[config.mk]
export PLATFORM = sky130hd
export DESIGN_NAME = vhd_front_flat
export DESIGN_NICKNAME = d
export VERILOG_FILES = /design/src/hdl/vhd_pkg.sv /design/src/hdl/vhd_in_if.sv /design/src/hdl/vhd_front.sv /design/src/flat_wrapper.sv
export SDC_FILE = /design/constraint.sdc
export NUM_CORES = 1
export LEC_CHECK = 0
export ABC_AREA = 1
export ABC_CLOCK_PERIOD_IN_PS = 3100
export BUFFER_PORTS_ARGS = -buffer_cell sky130_fd_sc_hd__buf_2
export CELL_PAD_IN_SITES_DETAIL_PLACEMENT = 1
export CELL_PAD_IN_SITES_GLOBAL_PLACEMENT = 1
export CORE_ASPECT_RATIO = 0.6
export CORE_MARGIN = 8
export CORE_UTILIZATION = 34
export CTS_CLUSTER_SIZE = 30
export DETAILED_ROUTE_END_ITERATION = 16
export PLACE_DENSITY_LB_ADDON = 0.1
export SYNTH_ARGS = -nofsm -noshare
export SYNTH_HDL_FRONTEND = slang
export SYNTH_SLANG_ARGS = --single-unit
[constraint.sdc]
create_clock -name i_clk -period 3.1 [get_ports i_clk]
set_input_delay 0.62 -clock i_clk [delete_from_list [all_inputs] [get_ports i_clk]]
set_output_delay 0.62 -clock i_clk [all_outputs]
set_load 0.005 [all_outputs]
[src/hdl/vhd_pkg.sv]
package vhd_pkg;

    // Coordinate and result widths
    localparam int CoordWidth = 16;
    localparam int HeadW      = 9;

    // Angle search: 90 thresholds at k + 0.5 degrees
    localparam int Steps    = 90;
    localparam int AngW     = $clog2(Steps + 1);
    localparam int IdxW     = $clog2(Steps);
    localparam int NumCells = AngW;

    // Fixed-point Q2.62 and the split of a table word into two halves
    localparam int QW    = 64;
    localparam int HalfW = QW / 2;
    localparam int ProdW = CoordWidth + HalfW;
    localparam int SumW  = CoordWidth + QW;

    localparam logic [QW-1:0] PiQ62  = 64'hC90FDAA22168C234;
    localparam logic [QW-1:0] OneQ62 = 64'h4000000000000000;

    typedef logic [CoordWidth-1:0] t_mag;
    typedef logic [AngW-1:0]       t_ang;
    typedef logic [IdxW-1:0]       t_idx;
    typedef logic [HeadW-1:0]      t_head;
    typedef logic [QW-1:0]         t_q62;

    localparam t_ang FirstStep = t_ang'(1) << (AngW - 1);
    localparam t_ang AngLimit  = t_ang'(Steps);

    // Headings of the axes
    localparam t_head Head0   = t_head'(0);
    localparam t_head Head90  = t_head'(90);
    localparam t_head Head180 = t_head'(180);
    localparam t_head Head270 = t_head'(270);
    localparam t_head Head360 = t_head'(360);

    // Item class: result already known on an axis, or needs the angle search
    typedef enum logic {
        CLS_AXIS,
        CLS_QUAD
    } t_cls;

    // Item as it travels down the chain
    typedef struct packed {
        t_mag  ax;
        t_mag  ay;
        logic  xn;
        logic  yn;
        t_cls  cls;
        t_head fixed_head;
        t_ang  r;
        t_ang  step;
    } t_vec;

    typedef struct packed {
        t_q62 s;
        t_q62 c;
    } t_sc;

    typedef t_q62 t_tab [Steps];

    // Truncated Q2.62 product
    function automatic t_q62 mulq(t_q62 a, t_q62 b);
        logic [2*QW-1:0] p;
        p = {{QW{1'b0}}, a} * {{QW{1'b0}}, b};
        return p[2*QW-3:QW-2];
    endfunction

    // Taylor series sine/cosine, terms added in order of rising power
    function automatic t_sc sin_cos(t_q62 x);
        t_q62 x2, x3, x4, x5, x6, x7, x8;
        t_sc  o;
        x2 = mulq(x, x);
        x3 = mulq(x2, x);
        x4 = mulq(x2, x2);
        x5 = mulq(x4, x);
        x6 = mulq(x4, x2);
        x7 = mulq(x6, x);
        x8 = mulq(x4, x4);
        o.s = x - x3 / 64'd6 + x5 / 64'd120 - x7 / 64'd5040;
        o.c = OneQ62 - x2 / 64'd2 + x4 / 64'd24 - x6 / 64'd720 + x8 / 64'd40320;
        return o;
    endfunction

    // Threshold table: start at half a degree, rotate by one degree per entry
    function automatic t_tab build_table(logic want_sin);
        t_sc  hf;
        t_sc  dg;
        t_tab ct;
        t_tab st;
        hf = sin_cos(PiQ62 / 64'd360);
        dg = sin_cos(PiQ62 / 64'd180);
        ct[0] = hf.c;
        st[0] = hf.s;
        for (int k = 1; k < Steps; k++) begin
            ct[k] = mulq(ct[k-1], dg.c) - mulq(st[k-1], dg.s);
            st[k] = mulq(st[k-1], dg.c) + mulq(ct[k-1], dg.s);
        end
        if (want_sin) begin
            return st;
        end
        return ct;
    endfunction

    localparam t_tab CosTab = build_table(1'b0);
    localparam t_tab SinTab = build_table(1'b1);

endpackage

[src/hdl/vhd_in_if.sv]
interface vhd_in_if;
    logic                                   valid;
    logic                                   ready;
    logic signed [vhd_pkg::CoordWidth-1:0] start_x;
    logic signed [vhd_pkg::CoordWidth-1:0] start_y;
    logic signed [vhd_pkg::CoordWidth-1:0] end_x;
    logic signed [vhd_pkg::CoordWidth-1:0] end_y;

    modport source (output valid, start_x, start_y, end_x, end_y, input ready);
    modport sink   (input valid, start_x, start_y, end_x, end_y, output ready);
endinterface

[src/hdl/vhd_front.sv]
module vhd_front (
    input  logic          i_clk,
    input  logic          i_rst_n,
    vhd_in_if.sink        i_vec,
    output logic          o_valid,
    input  logic          i_ready,
    output vhd_pkg::t_vec o_data
);

    logic                                 r_valid;
    vhd_pkg::t_vec                        r_data;
    vhd_pkg::t_vec                        n_data;
    logic signed [vhd_pkg::CoordWidth:0] dx;
    logic signed [vhd_pkg::CoordWidth:0] dy;
    logic [vhd_pkg::CoordWidth:0]        adx;
    logic [vhd_pkg::CoordWidth:0]        ady;
    logic                                 take;

    assign i_vec.ready = !r_valid || i_ready;
    assign take        = i_vec.valid && i_vec.ready;

    // Differences at one extra bit, then magnitudes and signs
    always_comb begin
        dx  = (vhd_pkg::CoordWidth+1)'(i_vec.end_x) - (vhd_pkg::CoordWidth+1)'(i_vec.start_x);
        dy  = (vhd_pkg::CoordWidth+1)'(i_vec.end_y) - (vhd_pkg::CoordWidth+1)'(i_vec.start_y);
        adx = dx[vhd_pkg::CoordWidth] ? -dx : dx;
        ady = dy[vhd_pkg::CoordWidth] ? -dy : dy;
    end

    // Classify: zero vector and axes are settled here
    always_comb begin
        n_data.ax   = adx[vhd_pkg::CoordWidth-1:0];
        n_data.ay   = ady[vhd_pkg::CoordWidth-1:0];
        n_data.xn   = dx[vhd_pkg::CoordWidth];
        n_data.yn   = dy[vhd_pkg::CoordWidth];
        n_data.r    = '0;
        n_data.step = vhd_pkg::FirstStep;
        n_data.cls  = vhd_pkg::CLS_AXIS;
        if (adx == '0 && ady == '0) begin
            n_data.fixed_head = vhd_pkg::Head0;
        end else if (adx == '0) begin
            n_data.fixed_head = dy[vhd_pkg::CoordWidth] ? vhd_pkg::Head0 : vhd_pkg::Head180;
        end else if (ady == '0) begin
            n_data.fixed_head = dx[vhd_pkg::CoordWidth] ? vhd_pkg::Head270 : vhd_pkg::Head90;
        end else begin
            n_data.fixed_head = vhd_pkg::Head0;
            n_data.cls        = vhd_pkg::CLS_QUAD;
        end
    end

    always_ff @(posedge i_clk) begin
        if (!i_rst_n) begin
            r_valid <= 1'b0;
        end else if (i_vec.ready) begin
            r_valid <= i_vec.valid;
        end
    end

    always_ff @(posedge i_clk) begin
        if (take) begin
            r_data <= n_data;
        end
    end

    assign o_valid = r_valid;
    assign o_data  = r_data;

endmodule

[src/flat_wrapper.sv]
// flat-port wrapper written by rule: the top's interface ports become plain ports
module vhd_front_flat 
  (i_clk, i_rst_n, o_valid, i_ready, o_data, i_vec_valid, i_vec_start_x, i_vec_start_y, i_vec_end_x, i_vec_end_y, i_vec_ready);
  vhd_in_if i_vec_i ();
  input  logic i_clk;
  input  logic i_rst_n;
  output logic o_valid;
  input  logic i_ready;
  output vhd_pkg::t_vec o_data;
  input wire logic [$bits(i_vec_i.valid)-1:0] i_vec_valid;
  input wire logic [$bits(i_vec_i.start_x)-1:0] i_vec_start_x;
  input wire logic [$bits(i_vec_i.start_y)-1:0] i_vec_start_y;
  input wire logic [$bits(i_vec_i.end_x)-1:0] i_vec_end_x;
  input wire logic [$bits(i_vec_i.end_y)-1:0] i_vec_end_y;
  output wire logic [$bits(i_vec_i.ready)-1:0] i_vec_ready;
  assign i_vec_i.valid = i_vec_valid;
  assign i_vec_i.start_x = i_vec_start_x;
  assign i_vec_i.start_y = i_vec_start_y;
  assign i_vec_i.end_x = i_vec_end_x;
  assign i_vec_i.end_y = i_vec_end_y;
  assign i_vec_ready = i_vec_i.ready;
  vhd_front u_core (.i_clk(i_clk), .i_rst_n(i_rst_n), .i_vec(i_vec_i), .o_valid(o_valid), .i_ready(i_ready), .o_data(o_data));
endmodule
# After elaboration in Yosys (flattened, before gate mapping)
# Cells that the tools add are included.
[totals] regBits=45 out_inout_bits=60 word_cells=25
[op_classes] reduce_logical=7 n_mux=7 n_addsub=4
[ops] cell="$logic_not 17->1" count=2
[ops] cell="$mux 17" count=2
[ops] cell="$neg 17->17" count=2
[ops] cell="$sub 16x16->17" count=2
[ops] cell="$mux 9" count=3
[ops] cell="$mux 8" count=1
[ops] cell="$logic_and 1x1->1" count=2
[ops] cell="$reduce_or 2->1" count=1
[ops] cell="$logic_not 1->1" count=1
[ops] cell="$logic_or 1x1->1" count=1
[ops] cell="$mux 1" count=1

# Longest topological paths before layout
[logic_depth] ltp_word=6 depth_mapped=24

# Worst setup path before layout
# OpenSTA, ideal clock, no wires.
[synth_path] path_type="input -> register" start="input port i_vec_end_y[0]" end="register u_core.r_data (netlist bit u_core.o_data[16]), data pin" slack_ps=-105 stages=18 arrival_ps=2947 n_path_buf=0 cell_sequence="inv_1 > ha_1 > fa_1 > ha_1 > inv_1 > nor2_1 > nand3_1 > nor2_1 > nand2_1 > nor2_2 > nand3_1 > nand2_1 > xor2_1 > nand3_1 > nor2_4 > inv_1 > nor2_1 > a21oi_1"
[synth_via] elab_chain_cells=6
[synth_rtl] element="start: declaration" line_no="flat_wrapper.sv:14" source="input wire logic [$bits(i_vec_i.end_y)-1:0] i_vec_end_y;"
[synth_rtl] element="$sub 16x16->17 (*)" line_no="vhd_front.sv:25" source="dy = (vhd_pkg::CoordWidth+1)'(i_vec.end_y) - (vhd_pkg::CoordWidth+1)'(i_vec.start_y);"
[synth_rtl] element="$neg 17->17" line_no="vhd_front.sv:27" source="ady = dy[vhd_pkg::CoordWidth] ? -dy : dy;"
[synth_rtl] element="$mux 17" line_no="vhd_front.sv:27"
[synth_rtl] element="$logic_not 17->1" line_no="vhd_front.sv:39, vhd_front.sv:43"
[synth_rtl] element="$mux 9" line_no="vhd_front.sv:43" source="end else if (ady == '0) begin"
[synth_rtl] element="$mux 9" line_no="vhd_front.sv:41" source="end else if (adx == '0) begin"
[synth_rtl] element="end signal: assignment" line_no="vhd_front.sv:61" source="r_data <= n_data;"
[synth_rtl] element="end: declaration" line_no="vhd_front.sv:11" source="vhd_pkg::t_vec r_data;"
# Every way passes the cells marked *; elsewhere a longest branch is shown, timed or not.
# A chain may end at the register's enable or synchronous reset.

# Worst setup path in the final report
[layout_path] start="input port i_vec_end_y[0]" end="register u_core.r_data (netlist bit u_core.o_data[18]), data pin"
[layout_via] elab_chain_cells=6
[layout_rtl] element="$sub 16x16->17 (*)" line_no="vhd_front.sv:25"
[layout_rtl] element="$neg 17->17" line_no="vhd_front.sv:27"
[layout_rtl] element="$mux 17 (*)" line_no="vhd_front.sv:27"
[layout_rtl] element="named net u_core.ady, one bit" line_no="vhd_front.sv:16" source="logic [vhd_pkg::CoordWidth:0] ady;"
[layout_rtl] element="$logic_not 17->1 (*)" line_no="vhd_front.sv:39, vhd_front.sv:43"
[layout_rtl] element="$mux 9" line_no="vhd_front.sv:43"
[layout_rtl] element="$mux 9" line_no="vhd_front.sv:41"
# The timed path passes the listed nets; every way through them passes the cells marked *.

==> results.cfg <==
[layout]
final_core_util = 0.522
drive_gt1_frac = 0.396
nNetsFinal = 1179
n_antenna_cell = 0
area.growth.synth_to_final_pct = 50.5
design_area_mm2 = 0.00753
fillerInstances = 1928

[routing]
via_per_inst = 4.75
drt_wl_total_um = 20300
first_pass_iters = 5
drt_iter0_drc = 349
drt-wirelength-per-cell_um = 15.9
vias = 6056
drtAntennaViolNets = 0
drc = 0

[global_routing]
antenna_found_initial = 0
grt_max_degree = 42
gr-total-overflow = 0
grt_pass1_vias = 6287
grt_first_pass_wirelength_um = 31400
grt_util_all_layers = 0.199

[job]
cap_violations = 0

[logic_synthesis]
synth_top_area_share = 0.246
yosysTopAreaCell = edfxtp_1
synth-main-ff-cell = edfxtp_1
ys_ff_latch = 42
ys_seq_area_frac = 0.250
synthArstFlopShare = 0
avgSynthCellArea_um2 = 6.22
synth_cell_types = 35
ys_top_cells_by_area = edfxtp_1 25%, nand2_1 20%, inv_1 11%
yosys_warnings = 0
syn_area_mm2 = 0.00500
synth_edf_count = 41
syn_inst = 804

[sta]
period_minus_slack_ns = 3.30
max_freq_mhz = 303
tightest_slew_ns = 0.508
hold_slack_ns = 0.586
final_hold_viol_count = 0
max-slew-margin-rel = 0.661
rsz0062_at_grt = true
setup_ws_ns = -0.197
period_share = 1.06
drv_slew = 0
fin_skew_ns = 0.00425
setup_violations = 7

[critical_path]
crit_top_cell = nand2_1
cp_num_buf_inv = 5
cp_cell_sequence = buf_6 > inv_2 > ha_4 > fa_2 > inv_2 > nand3_1 > nand2_2 > nand2_1 > nand3_1 > nand2_1 > nand2_1 > nor2_2 > buf_4 > nand3_1 > nand2_1 > nand3_1 > nand2_1 > nor2_1 > nand2_1 > nor2_4 > inv_2 > nor2_4 > a21oi_2
critical_path_class = in2reg
slowest_stage = fa_2
arrival_ns = 3.33
cp-end-kind = flip-flop
max_stage_delay_ns = 0.34
cp.required_ns = 3.13
critPathTopFamily = simple AND/OR/NAND/NOR gates
start_kind = input pin
path_max_fanout = 4

[cts]
clock_sinks = 42
cts-root-buf = clkbuf_16
path_clk_slew_ns = 0.06
cts-hold-fix-buffers = 0
cts.path.max_buffers = 2
htreeDepth = 2
cts_inserted_buffers = 5
cts_tree = built
clock_latency_ns = 0.28

[placement]
dpl_cell_area_mm2 = 0.00668
portBuffers = 112
gp_congestion = 0.858
dp_hpwl_um = 16500

[outcome]
status = finished with violations
violations = setup timing

[power_and_ir_drop]
report.power.total_mw = 3.06
power.density_mw_per_mm2 = 407
cellLeakagePower_nw = 4.13
vdd_drop_max_mv = 0.329

[floorplan]
fp.dieArea_mm2 = 0.0190
die_x_um = 173
rows = 34
die_h_um = 110
core_area_mm2 = 0.0144
start_util = 0.347
pin_count = 128

[min_path]
hold_class = reg2reg
-- synth_stat cells, types with 5 or more instances --
cell type	number
edfxtp_1	41
nand3_2	6
nor2_1	73
nand2_1	266
inv_1	150
a21oi_1	24
nand2_2	18
nand4_1	10
xor2_1	6
ha_1	34
nand3_1	91
o21ai_0	14
nor2_2	8
nand3b_1	8
buf_4	17
inv_2	5
-- sequential cells by signal, summed over array words and instances (netlist names) --
name and flops:
u_core.o_data 41, u_core.o_valid 1
-- cell type report --
| class | instances | area (um2) | share of cell area |
|---|---|---|---|
| Clock buffer | 6 | 129 | 0.0171 |
| Clock inverter | 2 | 8.76 | 0.00116 |
| Inverter | 157 | 609 | 0.0810 |
| Multi-Input combinational cell | 596 | 3470 | 0.461 |
| Sequential cell | 42 | 1250 | 0.166 |
| Tap cell | 198 | 248 | 0.0329 |
| Timing Repair Buffer | 272 | 1810 | 0.240 |
| Timing Repair inverter | 1 | 6.26 | 0.000831 |
-- where the power goes --
part,total (mW),internal (mW),switching [mW]
sequential,0.761,0.737,0.0247
clock,0.491,0.294,0.197
combinational,1.81,0.798,1.01
total,3.06,1.83,1.23
-- cell usage in the layout, fill, tap and decap left out, types with 2 or more instances in the layout --
cell type	instances
nand2_1	237
buf_4	153
inv_1	140
buf_2	109
nand3_1	74
nor2_1	48
nand2_2	46
edfxtp_1	41
ha_1	25
nor2_2	21
a21oi_1	20
nand3_2	19
conb_1	15
nor2_4	14
inv_2	12
o21ai_0	12
nand4_1	10
buf_6	10
nand3b_1	8
ha_4	6
xor2_1	5
o21ai_2	5
clkbuf_16	5
inv_4	4
nand3_4	4
xnor2_1	3
o21bai_1	3
a21oi_4	3
a21oi_2	3
ha_2	3
nand2_4	2
and2_1	2
fa_2	2
-- metrics by stage --
step | worst slack, ns | cells | setup TNS (ns)
final | -0.197 | 1274 | -1.06
after global routing | -0.348 | 1274 | -2.15
after floorplan | 0.00375 | 817 | 0
after detailed placement | -0.650 | 1234 | -4.79
after CTS | -0.0164 | 1263 | -0.0164
after global placement | -0.433 | 1234 | -2.62
-- cells by family (layout without fill, tap and decap cells) --
family,count (synthesis),after routing,share of synthesized area
simple gates,487,487,0.427
fa+ha+maj,36,36,0.0931
flops,42,42,0.250
buf+inv,179,438,0.156
xor+xnor,9,9,0.0158
compound gates,49,49,0.0561
other cells,2,15,0.00150
-- worst min-delay path, delay by kind of cell (launching register included) --
| family | cells | cell delay [ns] |
|---|---|---|
| compound gates | 1 | 0.09 |
| simple gates | 1 | 0.11 |
| flops | 1 | 0.34 |
-- timing repair --
item / CTS / global route
pin swaps: 31 / 39
gates resized for setup: 68 / 64
setup buffers: 21 / 10
setup endpoints to repair: 7 / 8
cloned: 0 / 1
-- per-layer routing --
layer | GRT usage | part of all wire | vias up
met1 | 0.296 | 0.52 | 2805
met5 | 0 | 0 | -
met4 | 0.0296 | 0.0090 | 0
met3 | 0.0340 | 0.060 | 17
met2 | 0.301 | 0.41 | 198
li1 | - | - | 3036
-- path summary, 6_finish.rpt --
kind	slack (ns)	startpoint	depth (start not counted)	end
max	-0.20	i_vec_end_y[0]	23	u_core.o_data[18]
min	0.59	u_core.o_valid	2	u_core.o_valid
max reg2reg	1.79	u_core.o_valid	2	u_core.o_data[37]
min reg2reg	0.59	u_core.o_valid	2	u_core.o_valid
(Power assumes the default switching activity.)
