<file path="config.mk">
export PLATFORM = sky130hd
export DESIGN_NAME = vhd_back_flat
export DESIGN_NICKNAME = d
export VERILOG_FILES = /design/src/hdl/vhd_pkg.sv /design/src/hdl/vhd_out_if.sv /design/src/hdl/vhd_back.sv /design/src/flat_wrapper.sv
export SDC_FILE = /design/constraint.sdc
export NUM_CORES = 1
export LEC_CHECK = 0
export BUFFER_PORTS_ARGS = -buffer_cell sky130_fd_sc_hd__buf_4
export CORE_AREA = 2 2 62 49
export CTS_BUF_LIST = sky130_fd_sc_hd__clkbuf_8
export DETAILED_ROUTE_END_ITERATION = 10
export DIE_AREA = 0 0 64 51
export PLACE_DENSITY = 0.76
export SLEW_MARGIN = 20
export SYNTH_ARGS = -nofsm -noshare
export SYNTH_HDL_FRONTEND = slang
export SYNTH_SLANG_ARGS = --single-unit
</file>
<file path="constraint.sdc">
create_clock -name i_clk -period 1.6 [get_ports i_clk]
set_input_delay 0.16 -clock i_clk [delete_from_list [all_inputs] [get_ports i_clk]]
set_output_delay 0.16 -clock i_clk [all_outputs]
set_load 0.05 [all_outputs]
</file>
<file path="src/hdl/vhd_pkg.sv">
package vhd_pkg;

    // Coordinate and result widths
    localparam int CoordWidth = 16;
    localparam int HeadW      = 9;

    // Angle search: 90 thresholds at k + 0.5 degrees
    localparam int Steps    = 90;
    localparam int AngW     = $clog2(Steps + 1);
    localparam int IdxW     = $clog2(Steps);
    localparam int NumCells = AngW;

    // Fixed-point Q2.62 and the split of a table word into two halves
    localparam int QW    = 64;
    localparam int HalfW = QW / 2;
    localparam int ProdW = CoordWidth + HalfW;
    localparam int SumW  = CoordWidth + QW;

    localparam logic [QW-1:0] PiQ62  = 64'hC90FDAA22168C234;
    localparam logic [QW-1:0] OneQ62 = 64'h4000000000000000;

    typedef logic [CoordWidth-1:0] t_mag;
    typedef logic [AngW-1:0]       t_ang;
    typedef logic [IdxW-1:0]       t_idx;
    typedef logic [HeadW-1:0]      t_head;
    typedef logic [QW-1:0]         t_q62;

    localparam t_ang FirstStep = t_ang'(1) << (AngW - 1);
    localparam t_ang AngLimit  = t_ang'(Steps);

    // Headings of the axes
    localparam t_head Head0   = t_head'(0);
    localparam t_head Head90  = t_head'(90);
    localparam t_head Head180 = t_head'(180);
    localparam t_head Head270 = t_head'(270);
    localparam t_head Head360 = t_head'(360);

    // Item class: result already known on an axis, or needs the angle search
    typedef enum logic {
        CLS_AXIS,
        CLS_QUAD
    } t_cls;

    // Item as it travels down the chain
    typedef struct packed {
        t_mag  ax;
        t_mag  ay;
        logic  xn;
        logic  yn;
        t_cls  cls;
        t_head fixed_head;
        t_ang  r;
        t_ang  step;
    } t_vec;

    typedef struct packed {
        t_q62 s;
        t_q62 c;
    } t_sc;

    typedef t_q62 t_tab [Steps];

    // Truncated Q2.62 product
    function automatic t_q62 mulq(t_q62 a, t_q62 b);
        logic [2*QW-1:0] p;
        p = {{QW{1'b0}}, a} * {{QW{1'b0}}, b};
        return p[2*QW-3:QW-2];
    endfunction

    // Taylor series sine/cosine, terms added in order of rising power
    function automatic t_sc sin_cos(t_q62 x);
        t_q62 x2, x3, x4, x5, x6, x7, x8;
        t_sc  o;
        x2 = mulq(x, x);
        x3 = mulq(x2, x);
        x4 = mulq(x2, x2);
        x5 = mulq(x4, x);
        x6 = mulq(x4, x2);
        x7 = mulq(x6, x);
        x8 = mulq(x4, x4);
        o.s = x - x3 / 64'd6 + x5 / 64'd120 - x7 / 64'd5040;
        o.c = OneQ62 - x2 / 64'd2 + x4 / 64'd24 - x6 / 64'd720 + x8 / 64'd40320;
        return o;
    endfunction

    // Threshold table: start at half a degree, rotate by one degree per entry
    function automatic t_tab build_table(logic want_sin);
        t_sc  hf;
        t_sc  dg;
        t_tab ct;
        t_tab st;
        hf = sin_cos(PiQ62 / 64'd360);
        dg = sin_cos(PiQ62 / 64'd180);
        ct[0] = hf.c;
        st[0] = hf.s;
        for (int k = 1; k < Steps; k++) begin
            ct[k] = mulq(ct[k-1], dg.c) - mulq(st[k-1], dg.s);
            st[k] = mulq(st[k-1], dg.c) + mulq(ct[k-1], dg.s);
        end
        if (want_sin) begin
            return st;
        end
        return ct;
    endfunction

    localparam t_tab CosTab = build_table(1'b0);
    localparam t_tab SinTab = build_table(1'b1);

endpackage

</file>
<file path="src/hdl/vhd_out_if.sv">
interface vhd_out_if;
    logic                 valid;
    logic                 ready;
    vhd_pkg::t_head       heading_deg;

    modport source (output valid, heading_deg, input ready);
    modport sink   (input valid, heading_deg, output ready);
endinterface

</file>
<file path="src/hdl/vhd_back.sv">
module vhd_back (
    input  logic          i_clk,
    input  logic          i_rst_n,
    input  logic          i_valid,
    output logic          o_ready,
    input  vhd_pkg::t_vec i_data,
    vhd_out_if.source     o_head
);

    logic           r_valid;
    vhd_pkg::t_head r_head;
    vhd_pkg::t_head n_head;
    vhd_pkg::t_head ang_ext;

    assign o_ready = !r_valid || o_head.ready;
    assign ang_ext = vhd_pkg::t_head'(i_data.r);

    // Map the rounded angle into its quadrant; axis items keep their fixed heading
    always_comb begin
        case (i_data.cls)
            vhd_pkg::CLS_QUAD: begin
                if (!i_data.xn && i_data.yn) begin
                    n_head = vhd_pkg::Head90 - ang_ext;
                end else if (!i_data.xn) begin
                    n_head = vhd_pkg::Head90 + ang_ext;
                end else if (!i_data.yn) begin
                    n_head = vhd_pkg::Head270 - ang_ext;
                end else begin
                    n_head = vhd_pkg::Head270 + ang_ext;
                end
            end
            default: begin
                n_head = i_data.fixed_head;
            end
        endcase
    end

    always_ff @(posedge i_clk) begin
        if (!i_rst_n) begin
            r_valid <= 1'b0;
        end else if (o_ready) begin
            r_valid <= i_valid;
        end
    end

    always_ff @(posedge i_clk) begin
        if (o_ready && i_valid) begin
            r_head <= n_head;
        end
    end

    assign o_head.valid       = r_valid;
    assign o_head.heading_deg = r_head;

endmodule

</file>
<file path="src/flat_wrapper.sv">
// flat-port wrapper written by rule: the top's interface ports become plain ports
module vhd_back_flat 
  (i_clk, i_rst_n, i_valid, o_ready, i_data, o_head_valid, o_head_heading_deg, o_head_ready);
  vhd_out_if o_head_i ();
  input  logic i_clk;
  input  logic i_rst_n;
  input  logic i_valid;
  output logic o_ready;
  input  vhd_pkg::t_vec i_data;
  output wire logic [$bits(o_head_i.valid)-1:0] o_head_valid;
  output wire logic [$bits(o_head_i.heading_deg)-1:0] o_head_heading_deg;
  input wire logic [$bits(o_head_i.ready)-1:0] o_head_ready;
  assign o_head_valid = o_head_i.valid;
  assign o_head_heading_deg = o_head_i.heading_deg;
  assign o_head_i.ready = o_head_ready;
  vhd_back u_core (.i_clk(i_clk), .i_rst_n(i_rst_n), .i_valid(i_valid), .o_ready(o_ready), .i_data(i_data), .o_head(o_head_i));
endmodule
</file>
Yosys cells after proc, flatten, opt, wreduce, memory -nomap -nowiden:

Cells that the tools add are included.

* add/subtract/negate cells: 4
* muxes and demuxes: 4
* reduce and logical (&&, ||, !) cells: 5

Operators with widths (number)
* $mux W9: 4
* $add A9 B7 Y9 const A: 1
* $sub A9 B7 Y9 const A: 1
* $add A7 B7 Y8 const A: 1
* $sub A7 B7 Y8 const A: 1
* $logic_and A1 B1 Y1: 2
* $logic_not A1 Y1: 2
* $logic_or A1 B1 Y1: 1

* register bits after elaboration: 10
* input bits: 62
* output and inout port bits: 11
* word-level logic and storage cells: 15

Longest topological paths before layout:

Gate-level depths: netlist (run 1).

* depth after elaboration: 5
* mapped depth: 8
* gate-level depth less buffers: 7

Worst setup path before layout (run 1):

Ideal clock, no wire load.

* path kind: input to register
* from: input i_data[9] (netlist bit)
* to: register u_core.r_head[3], in the netlist u_core.o_head.heading_deg[3], data pin
* library setup time: 260 ps
* data arrival time: 1499 ps
* slack: -160 ps
* stages: 8
* path buffers: 1
* path through: buf_2 > inv_1 > ha_1 > nor2b_1 > or3_1 > a31oi_1 > xnor2_1 > mux2_4

* cells in the longest elaborated chain, start to end: 5
* elaborated cells on any way between the ends: 8
* those cells by class: add/sub (4); mux (4)

Ends and longest elaborated chain
* start: declaration: RTL line flat_wrapper.sv:9 `input vhd_pkg::t_vec i_data;`
* $sub A9 B7 Y9 / $add A9 B7 Y9 (equally long branches): RTL line vhd_back.sv:27, vhd_back.sv:29
* $mux W9: RTL line vhd_back.sv:26 `end else if (!i_data.yn) begin`
* $mux W9: RTL line vhd_back.sv:24 `end else if (!i_data.xn) begin`
* $mux W9 *: RTL line vhd_back.sv:22 `if (!i_data.xn && i_data.yn) begin`
* $mux W9 *: RTL line vhd_back.sv:20 `case (i_data.cls)`
* named net u_core.n_head[3]: RTL line vhd_back.sv:12 `vhd_pkg::t_head n_head;`
* end signal: assignment: RTL line vhd_back.sv:48 `r_head <= n_head;`
* end: declaration: RTL line vhd_back.sv:11 `vhd_pkg::t_head r_head;`

The timed path passes the listed nets; every way through them passes the cells marked *.
A chain may end at the register's enable or synchronous reset.

Worst setup path in the final report (run 1):

* from: input i_data[8] (netlist bit)
* to: register u_core.r_head[3], in the netlist u_core.o_head.heading_deg[3], data pin

The elaborated chain is that of the path after synthesis.

==> flow_metrics.tcl, run 1 <==
set metrics [dict create \
    post-cts-setup-buffers 0 \
    maxSlewHeadroom_pct 70.0 \
    worst_clock_skew_ns 0.00433 \
    cts.clk_slew.worst_paths_ns 0.05 \
    grt_overflow_total 0 \
    hold_depth 3 \
    numCtsBuffers 3 \
    final_area_sq_um 1270 \
    finalSetupViolCount 0 \
    synth_area_leader_cell "edfxtp_1" \
    rsz0062_at_grt "false" \
    tns_ns 0 \
    route.detailed.drc 0 \
    clock-root-buffer "clkbuf_8" \
    yosysSeqAreaShare_pct 30.9 \
    clock_path_buffers 2 \
    reg2regPathDepth 2 \
    period_needed_ns 1.46 \
    synth.area.mux_share_pct 7.46 \
    die_area_sq_um 3260 \
    finalCritPeriodShare_pct 91.2 \
    power_frac_clock_pct 29.2 \
    synthAdderAreaFrac_pct 7.99 \
    endpoint_kind "flop" \
    core_region_area_sq_um 2740 \
    p_sw_share_pct 32.4 \
    wl_per_cell_um 12.9 \
    synth_top_family_by_area "simple AND/OR/NAND/NOR gates" \
    path_class "input pin to flop" \
    die_y_um 51 \
    dominantRegCellSynth "edfxtp_1" \
    slew_violations 0 \
    start_kind "input pin" \
    place_congestion 0.782 \
    worstPathCellList "buf_4 -> ha_1 -> nor2b_1 -> or3_1 -> a31oi_1 -> xnor2_1 -> mux2_4" \
    via_per_inst 4.92 \
    nFillCells 270 \
    synth_top_cell_area_share_pct 28.8 \
    fmax_mhz 685 \
    grt_pass1_vias 848 \
    pwr-share-comb_pct 36.2 \
    post_synth_xor_area_fraction_pct 5.59 \
    p_leak_nw 0.543 \
    dp_slack_ns -0.124 \
    synthSimpleGateAreaFrac_pct 20.9 \
    layout.nets 207 \
    syn_area_per_cell_sq_um 9.12 \
    synth_compound_gate_area_share_pct 20.0 \
    rows 17 \
    clk-insertion-delay-late_ns 0.24 \
    worst_slack_ns 0.140 \
    cp_max_fo 4 \
    grt_max_degree 20 \
    crit_required_ns 1.59 \
    finalHoldViolCount 0 \
    antennaDiodeCount 0 \
    ys_seq_elements 10 \
    cts_tree "built" \
    cts_num_sinks 10 \
    p_seq_share_pct 34.5 \
    arrival_ns 1.45 \
    wl_um 2270 \
    intPower_mw 0.626 \
    switchingPower_mw 0.300 \
    track_usage_pct 14.3 \
    dr.pass1.iters 4 \
    cts.repair.resized 0 \
    synth_area_sq_um 940 \
    grt_pass1_wl_um 3630 \
    drtIter0Drc 20 \
    dp_hpwl_um 1770 \
    yosysMostFrequentCell "edfxtp_1" \
    antenna_found_initial 0 \
    holdBufCountCts 0 \
    area_growth_pct 35.7 \
    hold_path.class "input pin to flop" \
    numPortBuffers 33 \
    io_pins 73 \
    placed_cell_area_sq_um 1230 \
    synth_edf_count 9 \
    fp.dieW_um 64 \
    start_util_pct 34.2 \
    synthTopCellsByArea "edfxtp_1 (29%), ha_1 (8.0%), mux2_2 (4.8%)" \
    synth.distinct_cells 41 \
    ys_warn_count 0 \
    syn-num-nets 171 \
    drive_gt1_share_pct 37.7 \
    h-tree-depth 1 \
    synth_cells 103 \
    num_vias 866 \
    async_flop_share_pct 0 \
    slowest_stage "or3_1" \
    drv_cap 0 \
    synthTopCellsByCount "edfxtp_1 (9), a21oi_1 (7), ha_1 (6), nand2_1 (6), nor2_1 (6)" \
    vdd_drop_max_mv 0.399 \
    powerDensity_nw_per_um2 726 \
    critical_path.max_stage_delay_ns 0.30 \
    outcome "complete, no violations" \
    antenna_left 0 \
    holdWs_ns 0.182 \
    worst_pin_slew_ns 0.450 \
]
[critical path: cells and delay by family]
kind	cells	cell delay, ns
AND/OR/NAND/NOR	2	0.43
multiplexers	1	0.26
AO/OA/AOI/OAI	1	0.20
adder cells (fa/ha/maj)	1	0.18
buffers and inverters	1	0.13
XOR/XNOR	1	0.09
[power groups by stage]
stage	clock [mW]	sequential [mW]	combinational [mW]
2_1_floorplan	0	0.398	0.150
3_3_place_gp	0	0.324	0.325
3_5_place_dp	0	0.325	0.336
4_1_cts	0.276	0.320	0.338
5_1_grt	0.288	0.322	0.362
6_report	0.271	0.320	0.335
[metrics by stage]
stage | util [%] | instances | total power, mW
2_1_floorplan | - | 103 | 0.548
3_3_place_gp | 44.8 | 172 | 0.650
3_5_place_dp | 44.8 | 172 | 0.662
4_1_cts | 46.5 | 176 | 0.934
5_1_grt | 46.5 | 176 | 0.971
6_report | 46.5 | 176 | 0.925
[logic make-up after synthesis]
family,after synthesis
mux,6
xor+xnor,6
fa+ha+maj,6
buf+inv,12
simple gates,35
compound gates,28
flops,10
[state kept, by name, summed over array words and instances, names as in the netlist]
| name | flops |
|---|---|
| u_core.o_head.valid | 1 |
| u_core.o_head.heading_deg | 9 |
[cell type report]
cell class | instances | area [sq um] | area share [%]
Sequential cell | 10 | 290 | 22.8
Clock buffer | 3 | 41.3 | 3.24
Clock inverter | 1 | 3.75 | 0.294
Inverter | 4 | 15.0 | 1.18
Tap cell | 38 | 47.5 | 3.73
Timing Repair Buffer | 39 | 293 | 23.0
Multi-Input combinational cell | 81 | 584 | 45.8
[per-layer routing]
layer  routed length, um  global-route usage, %  up-vias  share of wire (%)
met5                   0                      0        -                  0
met4                  51                   5.43        0                2.3
met3                  94                   4.19        6                4.1
met2                1210                   25.5       21                 54
met1                 908                   16.3      397                 40
li1                    -                      -      442                  -
[placed cells by master, fill, tap and decap left out, types with 2 or more instances in the layout]
master     n
and2b_2    2
nor2b_1    3
o211ai_1   2
nand2_1    6
nor2_1     6
nand3_1    4
edfxtp_1   9
xor2_1     2
o21ai_1    2
a21oi_1    7
o22a_1     2
nand2b_1   2
nand3b_1   3
nand2b_2   2
nor3_1     3
clkbuf_8   3
xnor2_1    4
buf_4     39
mux2_2     4
o21ai_0    4
inv_1      3
ha_1       6
a31oi_1    2
a21boi_0   2
[final timing paths]
| path | slack, ns | startpoint | to |
|---|---|---|---|
| worst max register to register | 0.45 | u_core.o_head.valid | u_core.o_head.heading_deg[0] |
| worst min register to register | 0.50 | u_core.o_head.valid | u_core.o_head.valid |
| worst min-delay path | 0.18 | i_valid | u_core.o_head.valid |
| worst max-delay path | 0.14 | i_data[8] | u_core.o_head.heading_deg[3] |
(Power assumes the default switching activity.)
==> inputs of run 2 (changes only) <==
- CELL_PAD_IN_SITES_DETAIL_PLACEMENT: not set -> 2
- CELL_PAD_IN_SITES_GLOBAL_PLACEMENT: not set -> 2
- CORE_AREA: 2 2 62 49 -> 2 2 85 66
- DIE_AREA: 0 0 64 51 -> 0 0 87 68
- PLACE_DENSITY: 0.76 -> not set
- PLACE_DENSITY_LB_ADDON: not set -> 0.1
==> flow_metrics.tcl, run 2 (synthesis gave the netlist of run 1 again) <==
set metrics [dict create \
    outcome "complete, no violations" \
    regArea_sq_um 290 \
    h-tree-depth 1 \
    maxSlewHeadroom_pct 71.3 \
    dp_slack_ns -0.157 \
    num_vias 908 \
    worst_slack_ns 0.128 \
    drtIter0Drc 25 \
    route.detailed.drc 0 \
    area_growth_pct 41.3 \
    largest_reg_flops 9 \
    antenna_found_initial 0 \
    crit_required_ns 1.59 \
    cts.clk_slew.worst_paths_ns 0.05 \
    grt_max_degree 17 \
    layout_common_cells "buf_4 (42), edfxtp_1 (9), a21oi_1 (7)" \
    track_usage_pct 10.7 \
    path_class "input pin to flop" \
    startpoint "i_data[8]" \
    dp_hpwl_um 2440 \
    cts.repair.resized 0 \
    clock-root-buffer "clkbuf_8" \
    numCtsBuffers 3 \
    place_congestion 0.694 \
    die_y_um 68 \
    fmax_mhz 679 \
    clock_path_buffers 2 \
    rsz0062_at_grt "false" \
    holdWs_ns 0.205 \
    period_needed_ns 1.47 \
    drv_cap 0 \
    cp_max_fo 4 \
    post-cts-setup-buffers 0 \
    slew_violations 0 \
    multi_input_area_sq_um 584 \
    hp-start "i_rst_n" \
    numPortBuffers 33 \
    reg2reg_from "u_core.o_head.valid" \
    p_total_mw 0.934 \
    vdd_drop_max_mv 0.305 \
    reg2regPathDepth 2 \
    antenna_left 0 \
    drive_gt1_share_pct 39.0 \
    nFillCells 608 \
    core_region_area_sq_um 5150 \
    start_kind "input pin" \
    instances_no_fill 203 \
    via_per_inst 4.47 \
    wl_per_cell_um 14.7 \
    finalSetupViolCount 0 \
    antennaDiodeCount 0 \
    worst_pin_slew_ns 0.430 \
    endpoint_kind "flop" \
    dr.pass1.iters 4 \
    worst_clock_skew_ns 0.00366 \
    clk-insertion-delay-late_ns 0.24 \
    utilization_pct 25.8 \
    hold_path.class "input pin to flop" \
    grt_pass1_wl_um 4770 \
    powerDensity_nw_per_um2 704 \
    hold_depth 2 \
    cts_tree "built" \
    place_inst 199 \
    die_area_sq_um 5920 \
    final_common_cell "buf_4" \
    finalHoldViolCount 0 \
    grt_pass1_vias 973 \
    grt_overflow_total 0 \
    cts_num_sinks 10 \
    holdBufCountCts 0 \
    rows 23 \
    p_leak_nw 0.561 \
    finalCritPeriodShare_pct 92.0 \
    layout.nets 210 \
    wl_um 2980 \
    arrival_ns 1.46 \
    start_util_pct 18.2 \
    fp.dieW_um 87 \
    io_pins 73 \
]
-- run 2: changes by cell type in the layout (fill, tap and decap cells not counted) --
cell / change
buf_4: +3
clkinv_1: -1
inv_1: +1
-- run 2: power breakdown --
part / switching (mW) / internal, mW / leakage [nW]
Clock: 0.0978 / 0.168 / 0.0269
Combinational: 0.200 / 0.149 / 0.438
Sequential: 0.00620 / 0.314 / 0.0951
Total: 0.304 / 0.630 / 0.561
-- run 2: area by class of cell --
| cell class | instances | share of cell area, % |
|---|---|---|
| clock inverters | 1 | 0.283 |
| flip-flops and latches | 10 | 21.9 |
| clock buffers | 3 | 3.11 |
| inverters | 4 | 1.13 |
| well taps | 62 | 5.84 |
| multi-input cells | 81 | 44.0 |
| repair buffers | 42 | 23.8 |
-- run 2: per-stage QoR --
stage                     cell area, sq um  TNS (ns)
final                                 1330         0
after detailed placement              1280    -0.549
after global routing                  1330         0
after CTS                             1330         0
after global placement                1280    -0.367
after floorplan                        942    -0.133
-- run 2: critical path, stage by stage --
cell and delay (ns):
buf_4 0.14, ha_1 0.19, nor2b_1 0.13, or3_1 0.30, a31oi_1 0.21, xnor2_1 0.09, mux2_4 0.25
-- run 2: metal layers --
layer  vias up  wire [um]  global-route usage, %
met3         3        119                   3.02
met1       437       1390                   13.6
met5         -          0                      0
met4         0         10                   2.34
li1        449          -                      -
met2        19       1460                   18.1
-- run 2: worst paths after layout --
kind	to	slack (ns)
max reg2reg	u_core.o_head.heading_deg[1]	0.47
min	u_core.o_head.valid	0.20
min reg2reg	u_core.o_head.valid	0.53
max	u_core.o_head.heading_deg[3]	0.13
